<file path="config.mk">
export PLATFORM = sky130hd
export DESIGN_NAME = linear_date_binning_unit
export DESIGN_NICKNAME = d
export VERILOG_FILES = /design/src/sv/ldb_pkg.sv /design/src/sv/ldb_ram.sv /design/src/sv/ldb_muldiv.sv /design/src/sv/ldb_datapath.sv /design/src/sv/ldb_ctrl.sv /design/src/sv/linear_date_binning_unit.sv
export SDC_FILE = /design/constraint.sdc
export NUM_CORES = 2
export LEC_CHECK = 0
export BUFFER_PORTS_ARGS = -buffer_cell sky130_fd_sc_hd__buf_2
export CORE_UTILIZATION = 40
export CTS_CLUSTER_SIZE = 8
export DETAILED_ROUTE_END_ITERATION = 12
export PLACE_DENSITY = 0.54
export SKIP_CTS_REPAIR_TIMING = 1
export SLEW_MARGIN = 20
export SYNTH_ARGS = -nofsm -noshare
export SYNTH_HDL_FRONTEND = slang
export SYNTH_SLANG_ARGS = --single-unit
</file>
<file path="constraint.sdc">
create_clock -name clk -period 11.9 [get_ports clk]
set_clock_uncertainty 0.05 [all_clocks]
set_input_delay 0.595 -clock clk [delete_from_list [all_inputs] [get_ports clk]]
set_output_delay 0.595 -clock clk [all_outputs]
set_load 0.05 [all_outputs]
</file>
<file path="src/sv/ldb_pkg.sv">
// Shared types and constants for the linear date binning unit.
package ldb_pkg;

  localparam int MAX_BUCKETS = 32;
  localparam int IDX_W = $clog2(MAX_BUCKETS);
  localparam int CNT_W = $clog2(MAX_BUCKETS + 1);
  localparam int DAY_W = 17;
  localparam int VAL_W = 48;
  localparam int PROD_W = VAL_W + DAY_W - 1;
  localparam int STEP_W = $clog2(VAL_W + 1);

  typedef enum logic [1:0] {
    FN_LOAD  = 2'd0,
    FN_FLOW  = 2'd1,
    FN_READ  = 2'd2,
    FN_CLEAR = 2'd3
  } func_t;

  typedef enum logic [1:0] {
    ST_OK   = 2'd0,
    ST_NOBK = 2'd1,
    ST_FULL = 2'd2
  } status_t;

  typedef enum logic [3:0] {
    S_IDLE,
    S_SRCH,
    S_SRCH_WAIT,
    S_PROBE_WAIT,
    S_SHIFT_RD,
    S_SHIFT_WR,
    S_EARLY_WAIT,
    S_MULDIV,
    S_LATER_RD,
    S_LATER_WR,
    S_ADD_RD,
    S_ADD_WR,
    S_RO_RD,
    S_RO_EMIT
  } ctrl_state_t;

  typedef enum logic [1:0] {
    MD_IDLE,
    MD_MUL,
    MD_DIV
  } md_state_t;

  typedef enum logic [2:0] {
    RA_MID,
    RA_LO,
    RA_LO_M1,
    RA_J_M1,
    RA_J,
    RA_TGT
  } raddr_sel_t;

  typedef enum logic [1:0] {
    TGT_LAST,
    TGT_IDX,
    TGT_LATER,
    TGT_EARLIER
  } tgt_t;

  typedef struct packed {
    logic       latch_in;
    logic       clear_all;
    logic       srch_rd;
    logic       srch_upd;
    raddr_sel_t raddr_sel;
    logic       zero_sum;
    logic       shift_init;
    logic       shift_wr;
    logic       insert;
    logic       md_start;
    logic       set_tgt;
    tgt_t       tgt_kind;
    logic       rmw_wr;
    logic       ro_init;
    logic       ro_next;
    logic       emit;
    logic       emit_entry;
    status_t    st;
  } dp_cmd_t;

  typedef struct packed {
    logic is_load;
    logic count_zero;
    logic full;
    logic search_go;
    logic eq;
    logic idx_ge_cnt;
    logic idx_zero;
    logic shift_go;
    logic ro_last;
    logic md_done;
  } dp_stat_t;

endpackage

</file>
<file path="src/sv/ldb_ram.sv">
// Generic single-write, single-read RAM with registered read data.
module ldb_ram #(
  parameter int WIDTH = 8,
  parameter int DEPTH = 32
) (
  input  logic                     clk,
  input  logic                     we,
  input  logic [$clog2(DEPTH)-1:0] waddr,
  input  logic [WIDTH-1:0]         wdata,
  input  logic [$clog2(DEPTH)-1:0] raddr,
  output logic [WIDTH-1:0]         rdata
);

  logic [WIDTH-1:0] mem [DEPTH];

  always_ff @(posedge clk) begin
    if (we) begin
      mem[waddr] <= wdata;
    end
    rdata <= mem[raddr];
  end

endmodule

</file>
<file path="src/sv/ldb_muldiv.sv">
// Serial multiply then restoring divide: quot = mag * num / den.
module ldb_muldiv (
  input  logic                       clk,
  input  logic                       rst,
  input  logic                       start,
  input  logic [ldb_pkg::VAL_W-1:0]  mag,
  input  logic [ldb_pkg::DAY_W-1:0]  num,
  input  logic [ldb_pkg::DAY_W-1:0]  den,
  output logic                       done,
  output logic [ldb_pkg::VAL_W-1:0]  quot
);

  localparam int VW = ldb_pkg::VAL_W;
  localparam int DW = ldb_pkg::DAY_W;
  localparam int PW = ldb_pkg::PROD_W;
  localparam int SW = ldb_pkg::STEP_W;

  ldb_pkg::md_state_t state, state_next;

  logic [SW-1:0] cnt;
  logic [PW-1:0] mcand;
  logic [DW-1:0] mlt;
  logic [PW-1:0] acc;
  logic [DW-1:0] rem;
  logic [VW-1:0] dvd;
  logic [DW-1:0] den_r;
  logic          done_r;

  logic [PW-1:0] acc_next;
  logic [DW:0]   trial;
  logic          qbit;
  logic          mul_end;
  logic          div_end;

  assign acc_next = mlt[0] ? acc + mcand : acc;
  assign trial    = {rem, dvd[VW-1]};
  assign qbit     = trial >= {1'b0, den_r};
  assign mul_end  = cnt == SW'(DW - 1);
  assign div_end  = cnt == SW'(VW - 1);

  always_ff @(posedge clk) begin
    if (rst) begin
      state <= ldb_pkg::MD_IDLE;
    end else begin
      state <= state_next;
    end
  end

  always_comb begin
    state_next = state;
    unique case (state)
      ldb_pkg::MD_IDLE: if (start) state_next = ldb_pkg::MD_MUL;
      ldb_pkg::MD_MUL:  if (mul_end) state_next = ldb_pkg::MD_DIV;
      ldb_pkg::MD_DIV:  if (div_end) state_next = ldb_pkg::MD_IDLE;
      default:          state_next = ldb_pkg::MD_IDLE;
    endcase
  end

  always_ff @(posedge clk) begin
    if (rst) begin
      done_r <= 1'b0;
    end else if (start) begin
      done_r <= 1'b0;
    end else if (state == ldb_pkg::MD_DIV && div_end) begin
      done_r <= 1'b1;
    end
  end

  always_ff @(posedge clk) begin
    unique case (state)
      ldb_pkg::MD_IDLE: begin
        if (start) begin
          mcand <= PW'(mag);
          mlt   <= num;
          acc   <= '0;
          den_r <= den;
          cnt   <= '0;
        end
      end
      ldb_pkg::MD_MUL: begin
        acc   <= acc_next;
        mcand <= mcand << 1;
        mlt   <= mlt >> 1;
        if (mul_end) begin
          // quotient fits VAL_W bits, so the top bits are already below den
          rem <= DW'(acc_next[PW-1:VW]);
          dvd <= acc_next[VW-1:0];
          cnt <= '0;
        end else begin
          cnt <= cnt + SW'(1);
        end
      end
      ldb_pkg::MD_DIV: begin
        rem <= qbit ? DW'(trial - {1'b0, den_r}) : DW'(trial);
        dvd <= {dvd[VW-2:0], qbit};
        cnt <= cnt + SW'(1);
      end
      default: ;
    endcase
  end

  assign done = done_r;
  assign quot = dvd;

endmodule

</file>
<file path="src/sv/ldb_datapath.sv">
// Datapath: bucket tables, search pointers, split arithmetic, result register.
module ldb_datapath (
  input  logic                      clk,
  input  logic                      rst,
  input  ldb_pkg::dp_cmd_t          cmd,
  input  logic [1:0]                func_in,
  input  logic [ldb_pkg::DAY_W-1:0] day_in,
  input  logic [ldb_pkg::VAL_W-1:0] amt_in,
  output ldb_pkg::dp_stat_t         stat,
  output logic                      strobe,
  output logic [ldb_pkg::DAY_W-1:0] bucket_day,
  output logic [ldb_pkg::VAL_W-1:0] bucket_sum,
  output logic [1:0]                status,
  output logic                      last
);

  localparam int IW = ldb_pkg::IDX_W;
  localparam int CW = ldb_pkg::CNT_W;
  localparam int DW = ldb_pkg::DAY_W;
  localparam int VW = ldb_pkg::VAL_W;

  ldb_pkg::func_t func_r;
  logic [DW-1:0]  day_r;
  logic [VW-1:0]  amt_r;
  logic [CW-1:0]  count;
  logic [CW-1:0]  lo;
  logic [CW-1:0]  hi;
  logic [IW-1:0]  mid;
  logic [CW-1:0]  j;
  logic [DW-1:0]  late;
  logic [IW-1:0]  tgt;
  logic [VW-1:0]  addv;

  logic [IW-1:0]  mid_c;
  logic [IW-1:0]  raddr;
  logic [DW-1:0]  days_rd;
  logic [VW-1:0]  sums_rd;
  logic           days_we;
  logic [IW-1:0]  days_waddr;
  logic [DW-1:0]  days_wdata;
  logic           sums_we;
  logic [IW-1:0]  sums_waddr;
  logic [VW-1:0]  sums_wdata;

  logic [VW-1:0]  mag;
  logic           md_done;
  logic [VW-1:0]  quot;
  logic [VW-1:0]  later_c;

  logic           strobe_r;
  logic [DW-1:0]  day_o;
  logic [VW-1:0]  sum_o;
  logic [1:0]     st_o;
  logic           last_o;

  assign mid_c = IW'(lo + ((hi - lo) >> 1));

  always_comb begin
    unique case (cmd.raddr_sel)
      ldb_pkg::RA_MID:   raddr = mid_c;
      ldb_pkg::RA_LO:    raddr = lo[IW-1:0];
      ldb_pkg::RA_LO_M1: raddr = IW'(lo - CW'(1));
      ldb_pkg::RA_J_M1:  raddr = IW'(j - CW'(1));
      ldb_pkg::RA_J:     raddr = j[IW-1:0];
      ldb_pkg::RA_TGT:   raddr = tgt;
      default:           raddr = mid_c;
    endcase
  end

  assign days_we    = cmd.shift_wr | cmd.insert;
  assign days_waddr = cmd.insert ? lo[IW-1:0] : j[IW-1:0];
  assign days_wdata = cmd.insert ? day_r : days_rd;

  always_comb begin
    sums_we    = cmd.shift_wr | cmd.insert | cmd.zero_sum | cmd.rmw_wr;
    sums_waddr = lo[IW-1:0];
    sums_wdata = '0;
    if (cmd.shift_wr) begin
      sums_waddr = j[IW-1:0];
      sums_wdata = sums_rd;
    end else if (cmd.rmw_wr) begin
      sums_waddr = tgt;
      sums_wdata = sums_rd + addv;
    end
  end

  ldb_ram #(.WIDTH(DW), .DEPTH(ldb_pkg::MAX_BUCKETS)) u_days (
    .clk   (clk),
    .we    (days_we),
    .waddr (days_waddr),
    .wdata (days_wdata),
    .raddr (raddr),
    .rdata (days_rd)
  );

  ldb_ram #(.WIDTH(VW), .DEPTH(ldb_pkg::MAX_BUCKETS)) u_sums (
    .clk   (clk),
    .we    (sums_we),
    .waddr (sums_waddr),
    .wdata (sums_wdata),
    .raddr (raddr),
    .rdata (sums_rd)
  );

  // magnitude of the flow; the most negative value maps to 2^47 as wanted
  assign mag     = amt_r[VW-1] ? (~amt_r + VW'(1)) : amt_r;
  assign later_c = amt_r[VW-1] ? (~quot + VW'(1)) : quot;

  ldb_muldiv u_muldiv (
    .clk   (clk),
    .rst   (rst),
    .start (cmd.md_start),
    .mag   (mag),
    .num   (day_r - days_rd),
    .den   (late - days_rd),
    .done  (md_done),
    .quot  (quot)
  );

  always_ff @(posedge clk) begin
    if (rst) begin
      count <= '0;
    end else if (cmd.clear_all) begin
      count <= '0;
    end else if (cmd.insert) begin
      count <= count + CW'(1);
    end
  end

  always_ff @(posedge clk) begin
    if (cmd.latch_in) begin
      func_r <= ldb_pkg::func_t'(func_in);
      day_r  <= day_in;
      amt_r  <= amt_in;
      lo     <= '0;
      hi     <= count;
    end
    if (cmd.srch_rd) begin
      mid <= mid_c;
    end
    if (cmd.srch_upd) begin
      if (days_rd < day_r) begin
        lo <= CW'(mid) + CW'(1);
      end else begin
        hi <= CW'(mid);
      end
    end
    if (cmd.shift_init) begin
      j <= count;
    end else if (cmd.shift_wr) begin
      j <= j - CW'(1);
    end else if (cmd.ro_init) begin
      j <= '0;
    end else if (cmd.ro_next) begin
      j <= j + CW'(1);
    end
    if (cmd.set_tgt) begin
      unique case (cmd.tgt_kind)
        ldb_pkg::TGT_LAST: begin
          tgt  <= IW'(count - CW'(1));
          addv <= amt_r;
        end
        ldb_pkg::TGT_IDX: begin
          tgt  <= lo[IW-1:0];
          addv <= amt_r;
        end
        ldb_pkg::TGT_LATER: begin
          tgt  <= lo[IW-1:0];
          addv <= later_c;
        end
        ldb_pkg::TGT_EARLIER: begin
          tgt  <= IW'(lo - CW'(1));
          addv <= amt_r - addv;
        end
        default: ;
      endcase
    end
  end

  // later bucket date, taken when the probe read returns
  always_ff @(posedge clk) begin
    if (stat.idx_ge_cnt == 1'b0 && cmd.srch_rd == 1'b0 && cmd.srch_upd == 1'b0 &&
        cmd.raddr_sel == ldb_pkg::RA_LO_M1) begin
      late <= days_rd;
    end
  end

  always_ff @(posedge clk) begin
    if (rst) begin
      strobe_r <= 1'b0;
    end else begin
      strobe_r <= cmd.emit;
    end
  end

  always_ff @(posedge clk) begin
    if (cmd.emit) begin
      if (cmd.emit_entry) begin
        day_o  <= days_rd;
        sum_o  <= sums_rd;
        st_o   <= ldb_pkg::ST_OK;
        last_o <= stat.ro_last;
      end else begin
        day_o  <= '0;
        sum_o  <= '0;
        st_o   <= cmd.st;
        last_o <= 1'b1;
      end
    end
  end

  assign stat.is_load    = func_r == ldb_pkg::FN_LOAD;
  assign stat.count_zero = count == '0;
  assign stat.full       = count == CW'(ldb_pkg::MAX_BUCKETS);
  assign stat.search_go  = lo < hi;
  assign stat.eq         = (lo < count) && (days_rd == day_r);
  assign stat.idx_ge_cnt = lo >= count;
  assign stat.idx_zero   = lo == '0;
  assign stat.shift_go   = j > lo;
  assign stat.ro_last    = (j + CW'(1)) == count;
  assign stat.md_done    = md_done;

  assign strobe     = strobe_r;
  assign bucket_day = day_o;
  assign bucket_sum = sum_o;
  assign status     = st_o;
  assign last       = last_o;

  a_count_max: assert property (@(posedge clk) disable iff (rst)
    count <= CW'(ldb_pkg::MAX_BUCKETS))
    else $error("bucket count above table size");

  a_insert_room: assert property (@(posedge clk) disable iff (rst)
    cmd.insert |-> !stat.full)
    else $error("insert into full table");

  a_err_last: assert property (@(posedge clk) disable iff (rst)
    (strobe_r && st_o != ldb_pkg::ST_OK) |-> last_o)
    else $error("error result not marked last");

endmodule

</file>
<file path="src/sv/ldb_ctrl.sv">
// Controller state machine: sequences search, insert, split and readout.
module ldb_ctrl (
  input  logic              clk,
  input  logic              rst,
  input  logic              start,
  input  logic [1:0]        func,
  input  ldb_pkg::dp_stat_t stat,
  output ldb_pkg::dp_cmd_t  cmd,
  output logic              busy
);

  ldb_pkg::ctrl_state_t state, state_next;

  always_ff @(posedge clk) begin
    if (rst) begin
      state <= ldb_pkg::S_IDLE;
    end else begin
      state <= state_next;
    end
  end

  always_comb begin
    state_next    = state;
    cmd           = '0;
    cmd.raddr_sel = ldb_pkg::RA_MID;
    cmd.tgt_kind  = ldb_pkg::TGT_IDX;
    cmd.st        = ldb_pkg::ST_OK;
    unique case (state)
      ldb_pkg::S_IDLE: begin
        if (start) begin
          cmd.latch_in = 1'b1;
          unique case (ldb_pkg::func_t'(func))
            ldb_pkg::FN_LOAD: state_next = ldb_pkg::S_SRCH;
            ldb_pkg::FN_FLOW: begin
              if (stat.count_zero) begin
                cmd.emit = 1'b1;
                cmd.st   = ldb_pkg::ST_NOBK;
              end else begin
                state_next = ldb_pkg::S_SRCH;
              end
            end
            ldb_pkg::FN_READ: begin
              if (stat.count_zero) begin
                cmd.emit = 1'b1;
                cmd.st   = ldb_pkg::ST_NOBK;
              end else begin
                cmd.ro_init = 1'b1;
                state_next  = ldb_pkg::S_RO_RD;
              end
            end
            ldb_pkg::FN_CLEAR: begin
              cmd.clear_all = 1'b1;
              cmd.emit      = 1'b1;
            end
            default: ;
          endcase
        end
      end
      ldb_pkg::S_SRCH: begin
        if (stat.search_go) begin
          cmd.srch_rd   = 1'b1;
          cmd.raddr_sel = ldb_pkg::RA_MID;
          state_next    = ldb_pkg::S_SRCH_WAIT;
        end else begin
          cmd.raddr_sel = ldb_pkg::RA_LO;
          state_next    = ldb_pkg::S_PROBE_WAIT;
        end
      end
      ldb_pkg::S_SRCH_WAIT: begin
        cmd.srch_upd = 1'b1;
        state_next   = ldb_pkg::S_SRCH;
      end
      ldb_pkg::S_PROBE_WAIT: begin
        if (stat.is_load) begin
          if (stat.eq) begin
            cmd.zero_sum = 1'b1;
            cmd.emit     = 1'b1;
            state_next   = ldb_pkg::S_IDLE;
          end else if (stat.full) begin
            cmd.emit   = 1'b1;
            cmd.st     = ldb_pkg::ST_FULL;
            state_next = ldb_pkg::S_IDLE;
          end else begin
            cmd.shift_init = 1'b1;
            state_next     = ldb_pkg::S_SHIFT_RD;
          end
        end else if (stat.idx_ge_cnt) begin
          cmd.set_tgt  = 1'b1;
          cmd.tgt_kind = ldb_pkg::TGT_LAST;
          state_next   = ldb_pkg::S_ADD_RD;
        end else if (stat.idx_zero || stat.eq) begin
          cmd.set_tgt  = 1'b1;
          cmd.tgt_kind = ldb_pkg::TGT_IDX;
          state_next   = ldb_pkg::S_ADD_RD;
        end else begin
          // capture later date now, fetch the earlier one
          cmd.raddr_sel = ldb_pkg::RA_LO_M1;
          state_next    = ldb_pkg::S_EARLY_WAIT;
        end
      end
      ldb_pkg::S_SHIFT_RD: begin
        if (stat.shift_go) begin
          cmd.raddr_sel = ldb_pkg::RA_J_M1;
          state_next    = ldb_pkg::S_SHIFT_WR;
        end else begin
          cmd.insert = 1'b1;
          cmd.emit   = 1'b1;
          state_next = ldb_pkg::S_IDLE;
        end
      end
      ldb_pkg::S_SHIFT_WR: begin
        cmd.shift_wr = 1'b1;
        state_next   = ldb_pkg::S_SHIFT_RD;
      end
      ldb_pkg::S_EARLY_WAIT: begin
        cmd.md_start = 1'b1;
        state_next   = ldb_pkg::S_MULDIV;
      end
      ldb_pkg::S_MULDIV: begin
        if (stat.md_done) begin
          cmd.set_tgt  = 1'b1;
          cmd.tgt_kind = ldb_pkg::TGT_LATER;
          state_next   = ldb_pkg::S_LATER_RD;
        end
      end
      ldb_pkg::S_LATER_RD: begin
        cmd.raddr_sel = ldb_pkg::RA_TGT;
        state_next    = ldb_pkg::S_LATER_WR;
      end
      ldb_pkg::S_LATER_WR: begin
        cmd.rmw_wr   = 1'b1;
        cmd.set_tgt  = 1'b1;
        cmd.tgt_kind = ldb_pkg::TGT_EARLIER;
        state_next   = ldb_pkg::S_ADD_RD;
      end
      ldb_pkg::S_ADD_RD: begin
        cmd.raddr_sel = ldb_pkg::RA_TGT;
        state_next    = ldb_pkg::S_ADD_WR;
      end
      ldb_pkg::S_ADD_WR: begin
        cmd.rmw_wr = 1'b1;
        cmd.emit   = 1'b1;
        state_next = ldb_pkg::S_IDLE;
      end
      ldb_pkg::S_RO_RD: begin
        cmd.raddr_sel = ldb_pkg::RA_J;
        state_next    = ldb_pkg::S_RO_EMIT;
      end
      ldb_pkg::S_RO_EMIT: begin
        cmd.emit       = 1'b1;
        cmd.emit_entry = 1'b1;
        cmd.ro_next    = 1'b1;
        state_next     = stat.ro_last ? ldb_pkg::S_IDLE : ldb_pkg::S_RO_RD;
      end
      default: state_next = ldb_pkg::S_IDLE;
    endcase
  end

  assign busy = state != ldb_pkg::S_IDLE;

endmodule

</file>
<file path="src/sv/linear_date_binning_unit.sv">
// Linear date binning unit: top level joining controller and datapath.
//
// Keeps up to 32 bucket dates in ascending order, each with a 48-bit wrapping
// sum (signed, 16 fraction bits). A command is taken when start is high and
// busy is low; func selects load date, add flow, read out or clear. Every
// result shows on the result ports for exactly one cycle with strobe high and
// must be taken then: the receiver cannot hold results off. Acknowledges are
// single results with last set; a readout gives one result per bucket in
// ascending date order, last on the final one. The block works on one
// command at a time. Timing is set by the binary search over the date RAM
// (at most 6 probes, each a read then an update), the RAM read-modify-write
// path, the shifting of later buckets up by one place on a load and, for a
// split flow, the serial multiply and the restoring divide.
module linear_date_binning_unit (
  input  logic                             clk,
  input  logic                             rst,
  input  logic                             start,
  output logic                             busy,
  input  logic [1:0]                       func,
  input  logic [ldb_pkg::DAY_W-1:0]        day,
  input  logic signed [ldb_pkg::VAL_W-1:0] amount,
  output logic                             strobe,
  output logic [ldb_pkg::DAY_W-1:0]        bucket_day,
  output logic signed [ldb_pkg::VAL_W-1:0] bucket_sum,
  output logic [1:0]                       status,
  output logic                             last
);

  // command and status between the two halves
  ldb_pkg::dp_cmd_t  cmd;
  ldb_pkg::dp_stat_t stat;
  logic [ldb_pkg::VAL_W-1:0] sum_u;

  ldb_ctrl u_ctrl (
    .clk   (clk),
    .rst   (rst),
    .start (start),
    .func  (func),
    .stat  (stat),
    .cmd   (cmd),
    .busy  (busy)
  );

  ldb_datapath u_dp (
    .clk        (clk),
    .rst        (rst),
    .cmd        (cmd),
    .func_in    (func),
    .day_in     (day),
    .amt_in     (amount),
    .stat       (stat),
    .strobe     (strobe),
    .bucket_day (bucket_day),
    .bucket_sum (sum_u),
    .status     (status),
    .last       (last)
  );

  assign bucket_sum = sum_u;

endmodule

</file>
==> reports/qor.yml <==
status: "completed"
critical_path_class: "register to register"
rsz0062_at_grt: "no"
synthTopCellsByArea: "edfxtp_1 (65%), nand2_1 (6.5%), ha_1 (2.7%)"
drc: 0
rows: 197
synth_xor_area_frac: 0.0229
syn_avg_cell_area_sq_um: 12.1
switching_share: 0.456
slew_viol_final: 0
p_per_area_nw_per_um2: 310
synth.top_cell.area_share: 0.652
path_max_fanout: 153
synth_compound_area_frac: 0.102
clock_latency_ns: 0.92
whs_ns: 0.337
clockBufferDepth: 4
seq_power_share: 0.269
ys_seq_area_frac: 0.668
slowest_stage: "or3_1"
critPathMaxStageDelay_ns: 0.75
cts_tree: "built"
core-area_sq_um: 289000
pwr-share-clk: 0.237
path_cells: "inv_1, ha_1, nor2b_1, o31a_1, o31a_1, o22ai_1, or3_1, a21o_4, buf_12, buf_12, and3_1, a311oi_1, nor4_1, o22ai_1"
fmax_ghz: 0.153
drive_above_1_share: 0.101
synth_cell_type_count: 81
synth_fa_ha_area_frac: 0.0281
grt_pass1_vias: 77600
worstHoldPathCells: 5
syn_to_final_growth_pct: 15.6
yosysTopAreaCell: "edfxtp_1"
die_area_sq_um: 293000
synth.area.mux_share: 0.0191
clk_pin_slew_ns: 0.06
relSlewSlack: 0.249
power.internal_mw: 22.7
antenna_found_initial: 29
post-route-min-period_ns: 6.53
ys_ff_latch: 2620
synthCells: 9589
cp_num_cells: 14
p_leak_nw: 46.8
pwr-share-comb: 0.494
cts_root_buf: "clkbuf_16"
io_pins: 140
gr-usage-all-layers: 0.259
portBuffers: 139
cp.arrival_ns: 7.27
via_count: 81400
fill_cells: 25900
cts_made_buffers: 369
period_share: 0.549
hpwlAfterDp_um: 237000
ff2ff_path_depth: 14
grt_overflow: 0
setup_viol: 0
hold_path.class: "input port to register"
final_nets: 10200
worstSetupEndpointType: "register"
start_kind: "register"
hold_viol: 0
p_sw_mw: 19.0
antenna_left: 0
synth_edf_count: 2529
grt_pass1_wl_um: 555000
netlist_area_sq_um: 116000
maxCapViolations: 0
drt_iter0_drc: 10000
crit_family: "compound AO/OA/AOI/OAI gates"
worstPathRequired_ns: 12.64
synth_flop_cell: "edfxtp_1"
clkSinkCount: 2620
synthSimpleGateAreaFrac: 0.136
synthArstFlopShare: 0
dr.pass1.iters: 5
die_x_um: 542
die_y_um: 542
synth_top_family_by_area: "simple AND/OR/NAND/NOR gates"
syn-num-nets: 9916
wl_um: 389000
avgRoutedWirePerCell_um: 27.8
vias_per_cell: 5.80
initial_core_util: 0.403
ir_worst_vdd_mv: 0.499
ys_warn_count: 0
cts.htree.levels: 5
tightest_slew_ns: 1.12
grt_max_degree: 173
setup_tns_ns: 0
cp.buffers_inverters: 3
gp_congestion: 0.895
## Yosys cell counts, types with 70 or more instances
| library cell | count |
|---|---|
| a21oi_1 | 514 |
| nand4_1 | 85 |
| inv_1 | 199 |
| buf_1 | 101 |
| xor2_1 | 125 |
| a22oi_1 | 121 |
| nand3_1 | 484 |
| nand2_1 | 2003 |
| and2_1 | 102 |
| ha_1 | 249 |
| a211oi_1 | 104 |
| xnor2_1 | 179 |
| a21o_1 | 108 |
| mux2i_1 | 179 |
| dfxtp_1 | 91 |
| clkbuf_1 | 406 |
| and3_1 | 194 |
| o21ai_0 | 363 |
| nor2_1 | 422 |
| a31oi_1 | 169 |
| edfxtp_1 | 2529 |
| nor3_1 | 70 |
## tightest hold or removal path, stage by stage
cell and delay [ns]:
buf_2 0.13, o311ai_0 0.18, a22oi_1 0.18, o21ai_0 0.10, a21oi_1 0.07
## cell families (layout without fill, tap and decap cells)
logic type,after synthesis,count (layout)
flops,2620,2620
other cells,0,11
compound gates,1860,1860
xor+xnor,304,304
simple gates,3591,3591
buf+inv,740,1280
fa+ha+maj,257,257
mux,217,217
## layout make-up
type | count | area (sq um) | share of cell area
multi-input combinational | 6229 | 37000 | 0.275
inverter | 204 | 767 | 0.00570
sequential | 2620 | 77800 | 0.578
clock buffer | 608 | 10200 | 0.0759
antenna | 11 | 27.5 | 0.000205
tap | 3880 | 4850 | 0.0361
clock inverter | 29 | 603 | 0.00448
timing repair buffer | 439 | 3290 | 0.0244
## flip-flops by register name (all words and copies together) (netlist names), 4 cells and up
register	count
u_dp.bucket_sum	48
u_dp.tgt	5
u_dp.bucket_day	17
u_dp.hi	6
u_dp.addv	48
u_dp.u_sums.rdata	48
u_dp.u_muldiv.quot	48
u_dp.u_muldiv.acc	64
u_ctrl.state	4
u_dp.u_muldiv.rem	17
u_dp.lo	6
u_dp.u_muldiv.den_r	17
u_dp.u_muldiv.cnt	6
u_dp.day_r	17
u_dp.count	6
u_dp.late	17
u_dp.mid	5
u_dp.u_days.rdata	17
u_dp.j	6
u_dp.u_days.mem	544
u_dp.u_muldiv.mlt	17
u_dp.u_muldiv.mcand	64
u_dp.amt_r	48
u_dp.u_sums.mem	1536
## final timing paths
| check | to | slack, ns | start |
|---|---|---|---|
| worst max register to register | u_dp.u_sums.rdata[25]$_DFF_P_ | 5.37 | u_dp.lo[2]$_DFF_P_ |
| worst min-delay path | u_ctrl.state[0]$_SDFFE_PP0P_ | 0.34 | start |
| worst max-delay path | u_dp.u_sums.rdata[25]$_DFF_P_ | 5.37 | u_dp.lo[2]$_DFF_P_ |
| worst min register to register | u_dp.late[5]$_DFFE_PP_ | 0.38 | u_dp.u_days.rdata[5]$_DFF_P_ |
## routing by layer
metal	global-route usage	vias up	wire length [um]
li1	-	36100	-
met1	0.368	41000	167000
met2	0.410	3636	178000
met3	0.0428	584	34300
met4	0.0685	6	10300
met5	0	-	41
## power by group through the flow
| stage | logic, mW | registers [mW] | clock network, mW |
|---|---|---|---|
| final | 20.6 | 11.3 | 9.89 |
| after global placement | 20.1 | 11.4 | 0 |
| after global routing | 22.1 | 11.3 | 10.4 |
| after detailed placement | 20.3 | 11.4 | 0 |
| after CTS | 20.4 | 11.2 | 10.0 |
| after floorplan | 12.4 | 11.3 | 0 |
## layout by cell type (no fill, tap or decap), drive strengths merged, types with 208 or more instances in the layout
cell / instances
ha: 249
nand2: 2003
clkbuf: 608
nand3: 484
buf: 371
edfxtp: 2529
o21ai: 368
inv: 208
nor2: 422
a21oi: 515
## per-stage QoR
| step | cells | instance area [sq um] | power, mW | utilization | setup slack, ns |
|---|---|---|---|---|---|
| after floorplan | 9589 | 116000 | 23.7 | - | 3.76 |
| after global placement | 13300 | 123000 | 31.6 | 0.425 | 5.62 |
| after detailed placement | 13300 | 123000 | 31.7 | 0.425 | 5.56 |
| after CTS | 13900 | 134000 | 41.7 | 0.463 | 5.52 |
| after global routing | 14000 | 135000 | 43.7 | 0.466 | 5.08 |
| final | 14000 | 135000 | 41.8 | 0.466 | 5.37 |
Power figures use the tool's default switching activity.
